## config.mk

```make
export PLATFORM = sky130hd
export DESIGN_NAME = seeprom_decode
export DESIGN_NICKNAME = d
export VERILOG_FILES = /design/src/hdl/seeprom_pkg.sv /design/src/hdl/seeprom_decode.sv
export SDC_FILE = /design/constraint.sdc
export NUM_CORES = 1
export LEC_CHECK = 0
export BUFFER_PORTS_ARGS = -buffer_cell sky130_fd_sc_hd__buf_2
export CORE_MARGIN = 1.5
export CORE_UTILIZATION = 35
export DETAILED_ROUTE_END_ITERATION = 6
export SKIP_LAST_GASP = 1
export SYNTH_ARGS = -nofsm -noshare
export SYNTH_HDL_FRONTEND = slang
export SYNTH_SLANG_ARGS = --single-unit
```

## constraint.sdc

```tcl
create_clock -name vclk -period 9.96
set_clock_uncertainty 0.15 [all_clocks]
set_input_delay 0.498 -clock vclk [all_inputs]
set_output_delay 0.498 -clock vclk [all_outputs]
set_load 0.005 [all_outputs]
```

## src/hdl/seeprom_pkg.sv

```systemverilog
package seeprom_pkg;

    // store geometry
    localparam int ADDR_BITS = 10;
    localparam int STORE_WORDS = 1 << ADDR_BITS;
    localparam logic [ADDR_BITS-1:0] STORE_MASK = '1;
    localparam logic [15:0] ERASED_WORD = 16'hFFFF;

    // opcode field codes
    localparam logic [1:0] OP_EXT = 2'd0;
    localparam logic [1:0] OP_WRITE = 2'd1;
    localparam logic [1:0] OP_READ = 2'd2;
    localparam logic [1:0] OP_ERASE = 2'd3;

    // sub-commands under the extended opcode
    localparam logic [1:0] SUB_WDS = 2'd0;
    localparam logic [1:0] SUB_WRAL = 2'd1;
    localparam logic [1:0] SUB_ERAL = 2'd2;
    localparam logic [1:0] SUB_EWEN = 2'd3;

    typedef enum logic [2:0] {
        K_NOP,
        K_WDS,
        K_WRAL,
        K_ERAL,
        K_EWEN,
        K_WRITE,
        K_READ,
        K_ERASE
    } cmd_kind_t;

    typedef struct packed {
        cmd_kind_t kind;
        logic [ADDR_BITS-1:0] addr;
        logic [ADDR_BITS-1:0] last;
    } decode_t;

    typedef enum logic [1:0] {
        ST_CLEAR,
        ST_IDLE,
        ST_READ,
        ST_SWEEP
    } state_t;

endpackage

```

## src/hdl/seeprom_decode.sv

```systemverilog
module seeprom_decode
    import seeprom_pkg::*;
(
    input  logic        present,
    input  logic [15:0] command_word,
    output decode_t     dec
);

    logic [3:0]  top;
    logic [3:0]  abits;
    logic [15:0] fmask;
    logic [15:0] field;
    logic [1:0]  op;
    logic [1:0]  sub;

    // start bit position: highest set bit
    always_comb
    begin
        top = 4'd0;
        for (int i = 0; i < 16; i++)
        begin
            if (command_word[i])
            begin
                top = 4'(i);
            end
        end
    end

    // split into opcode, address field and sub-command
    always_comb
    begin
        abits = top - 4'd2;
        fmask = 16'((17'd1 << abits) - 17'd1);
        field = command_word & fmask;
        op = 2'(command_word >> abits);
        sub = 2'(field >> (abits - 4'd2));
    end

    // command classification
    always_comb
    begin
        dec.addr = field[ADDR_BITS-1:0];
        if (abits >= 4'(ADDR_BITS))
        begin
            dec.last = STORE_MASK;
        end
        else
        begin
            dec.last = fmask[ADDR_BITS-1:0];
        end

        if (!present || command_word == 16'd0)
        begin
            dec.kind = K_NOP;
        end
        else if (top < 4'd4)
        begin
            // no room for an address field
            dec.kind = K_WDS;
        end
        else
        begin
            unique case (op)
                OP_EXT:
                begin
                    unique case (sub)
                        SUB_WDS:  dec.kind = K_WDS;
                        SUB_WRAL: dec.kind = K_WRAL;
                        SUB_ERAL: dec.kind = K_ERAL;
                        SUB_EWEN: dec.kind = K_EWEN;
                    endcase
                end
                OP_WRITE: dec.kind = K_WRITE;
                OP_READ:  dec.kind = K_READ;
                OP_ERASE: dec.kind = K_ERASE;
            endcase
        end
    end

endmodule

```

==> qor.txt <==
Crit-path max FO - 24
IO Port Bufs - 40
Layout cells sized above 1 - 0.224
Detailed Routing Iterations Pass 1 - 6
Post-CTS Setup Inserts - 0
Fmax - 146 MHz
Sw Pwr - 0.0408 mW
Reg power frac - 0
PwrDens - 43.7 nW/µm²
Largest net degree at the start of global routing - 25
Critical-path cell list - buf_2 -> or2_2 -> a211oi_1 -> a211o_1 -> buf_4 -> clkinv_1 -> ha_1 -> xnor2_4 -> inv_2 -> nor2_2 -> nand3_1 -> ha_1 -> and2_1 -> mux4_2 -> a21oi_1 -> o21ai_0 -> and3_1 -> ha_1 -> o311a_1 -> buf_2
Startpoint types - input port
Worst path max stage delay - 0.51 ns
Mapped Area - 1350 µm²
Most common cell after layout, fill and taps aside - buf_2
Post-synthesis cell type count - 53
RSZ-0062 raised after global routing - false
Routed WL - 4.98 mm
Final min period - 6.83 ns
Clk pwr share - 0
Crit path depth - 20
I/O Pins - 40
Core Area - 3690 µm²
Nets - 264
Die span in x - 65.1 µm
Total Power - 0.0669 mW
Top Family by Delay on Critical Path - simple AND/OR/NAND/NOR gates
Initial DRC count - 270
Net Sw Frac - 0.610
Most frequent cells in the layout - 40 x buf_2, 24 x nor2_1, 24 x nand2_1
Sequential cell area - 0 µm²
Slew headroom - 0.428
Setup violators final - 0
Hold depth - 4
Gate Count Post-Synth - 216
Worst EP arrival - 6.18 ns
Post-Syn Nets - 237
Initial antenna violation count - 0
Worst Tran Pin Value - 0.858 ns
Initial Util - 0.365
Setup_tns - 0 ns
Resized cells post-CTS - 0
Placed wire-length estimate - 3.66 mm
Max Cap Violations - 0
Crit. End Element - output pin
Status - finished, final reports clean
Hold Fails Final Rpt - 0
WP data required - 9.31 ns
Antenna-violating nets left - 0
All-layer global routing usage - 0.234
Worst min path class - in2out
Critical path's slowest cell - ha_1
Fin crit share - 0.686
Seq_cells - 0
FP Rows - 22
WL/cell - 17.2 µm
Pins Over Slew Limit - 0
Chip height - 65.1 µm
Placer congestion estimate - 0.985
ANT cells - 0
First-pass GRT wire length - 8.01 mm
Die area - 4230 µm²
Int Power - 0.0261 mW
Crit Path Class - in2out
Worst VDD drop - 0.0183 mV
Synthesized area per cell - 6.24 µm²
Sequential-to-total area share from yosys stat - 0
DRC Markers - 0
CP Buf/Inv Count - 5
Leak Pwr - 0.594 nW
Area delta synth->final - 13.6%
Overflow after GRT - 0
Routed vias/inst - 6.44
Clock buffer cells - 0
Via count - 1861
Vias in the first global route - 1588
Hold_buf cts - 0
Most used cell, CP - ha_1
Combinational power share - 1.000
Warnings from Yosys - 0
final timing paths:
path | from | end | slack [ns]
max | command_word[9] | dec[22] | 3.13
min | present | dec[21] | 1.16
worst min-delay path: stages:
cell,delay [ns]
buf_2,0.11
nand2_1,0.05
nor2_1,0.04
buf_2,0.11
synthesized netlist by cell type, types with 3 or more instances:
cell	n	area (µm²)
a211oi_1	6	45.0
a21oi_1	15	75.1
a31oi_1	4	25.0
and2_1	6	37.5
and3_1	4	25.0
buf_2	4	20.0
clkbuf_1	8	30.0
ha_1	4	50.1
inv_1	8	30.0
nand2_1	24	90.1
nand2b_1	6	37.5
nand3_1	10	50.1
nand4_1	5	31.3
nor2_1	24	90.1
nor2b_1	4	25.0
nor3_1	9	45.0
o211ai_1	3	22.5
o21ai_0	18	90.1
o311a_1	3	30.0
o311ai_0	3	26.3
xnor2_1	3	26.3
power groups by stage:
stage	combinational, mW	clock (mW)	sequential (mW)
2_1_floorplan	0.0444	0	0
4_1_cts	0.0656	0	0
6_report	0.0669	0	0
3_3_place_gp	0.0661	0	0
3_5_place_dp	0.0653	0	0
5_1_grt	0.0736	0	0
layout make-up:
type	instances	area [µm²]
Inverter	11	41.3
Multi-Input combinational cell	188	1210
Tap cell	48	60.1
Fill cell	408	2160
Timing Repair Buffer	42	215
layer usage:
metal | track usage | part of all wire | vias up
met5 | 0 | 0 | -
met4 | 0.0573 | 0.029 | 0
met3 | 0.0122 | 0.095 | 16
met2 | 0.387 | 0.44 | 136
met1 | 0.332 | 0.44 | 836
li1 | - | - | 873
stage by stage:
step	util	hold WS [ns]	setup WS [ns]	cells	instance area (µm²)
3_5_place_dp	0.415	1.16	3.27	289	1530
4_1_cts	0.415	1.16	3.25	289	1530
3_3_place_gp	0.415	1.15	3.41	289	1530
5_1_grt	0.415	1.18	2.78	289	1530
2_1_floorplan	-	0.923	4.59	216	1350
6_report	0.415	1.16	3.13	289	1530
logic make-up (layout without fill, tap and decap cells):
| family | count (synthesis) | in the layout | share of synthesized area |
|---|---|---|---|
| AOI/OAI and AO/OA | 76 | 76 | 0.409 |
| and+or+nand+nor | 100 | 100 | 0.368 |
| buffers and inverters | 28 | 53 | 0.0984 |
| xor gates and xnor gates | 4 | 4 | 0.0399 |
| muxes | 4 | 4 | 0.0483 |
| adders and majority gates | 4 | 4 | 0.0371 |
Note: power is estimated with default switching activity, not from simulation.
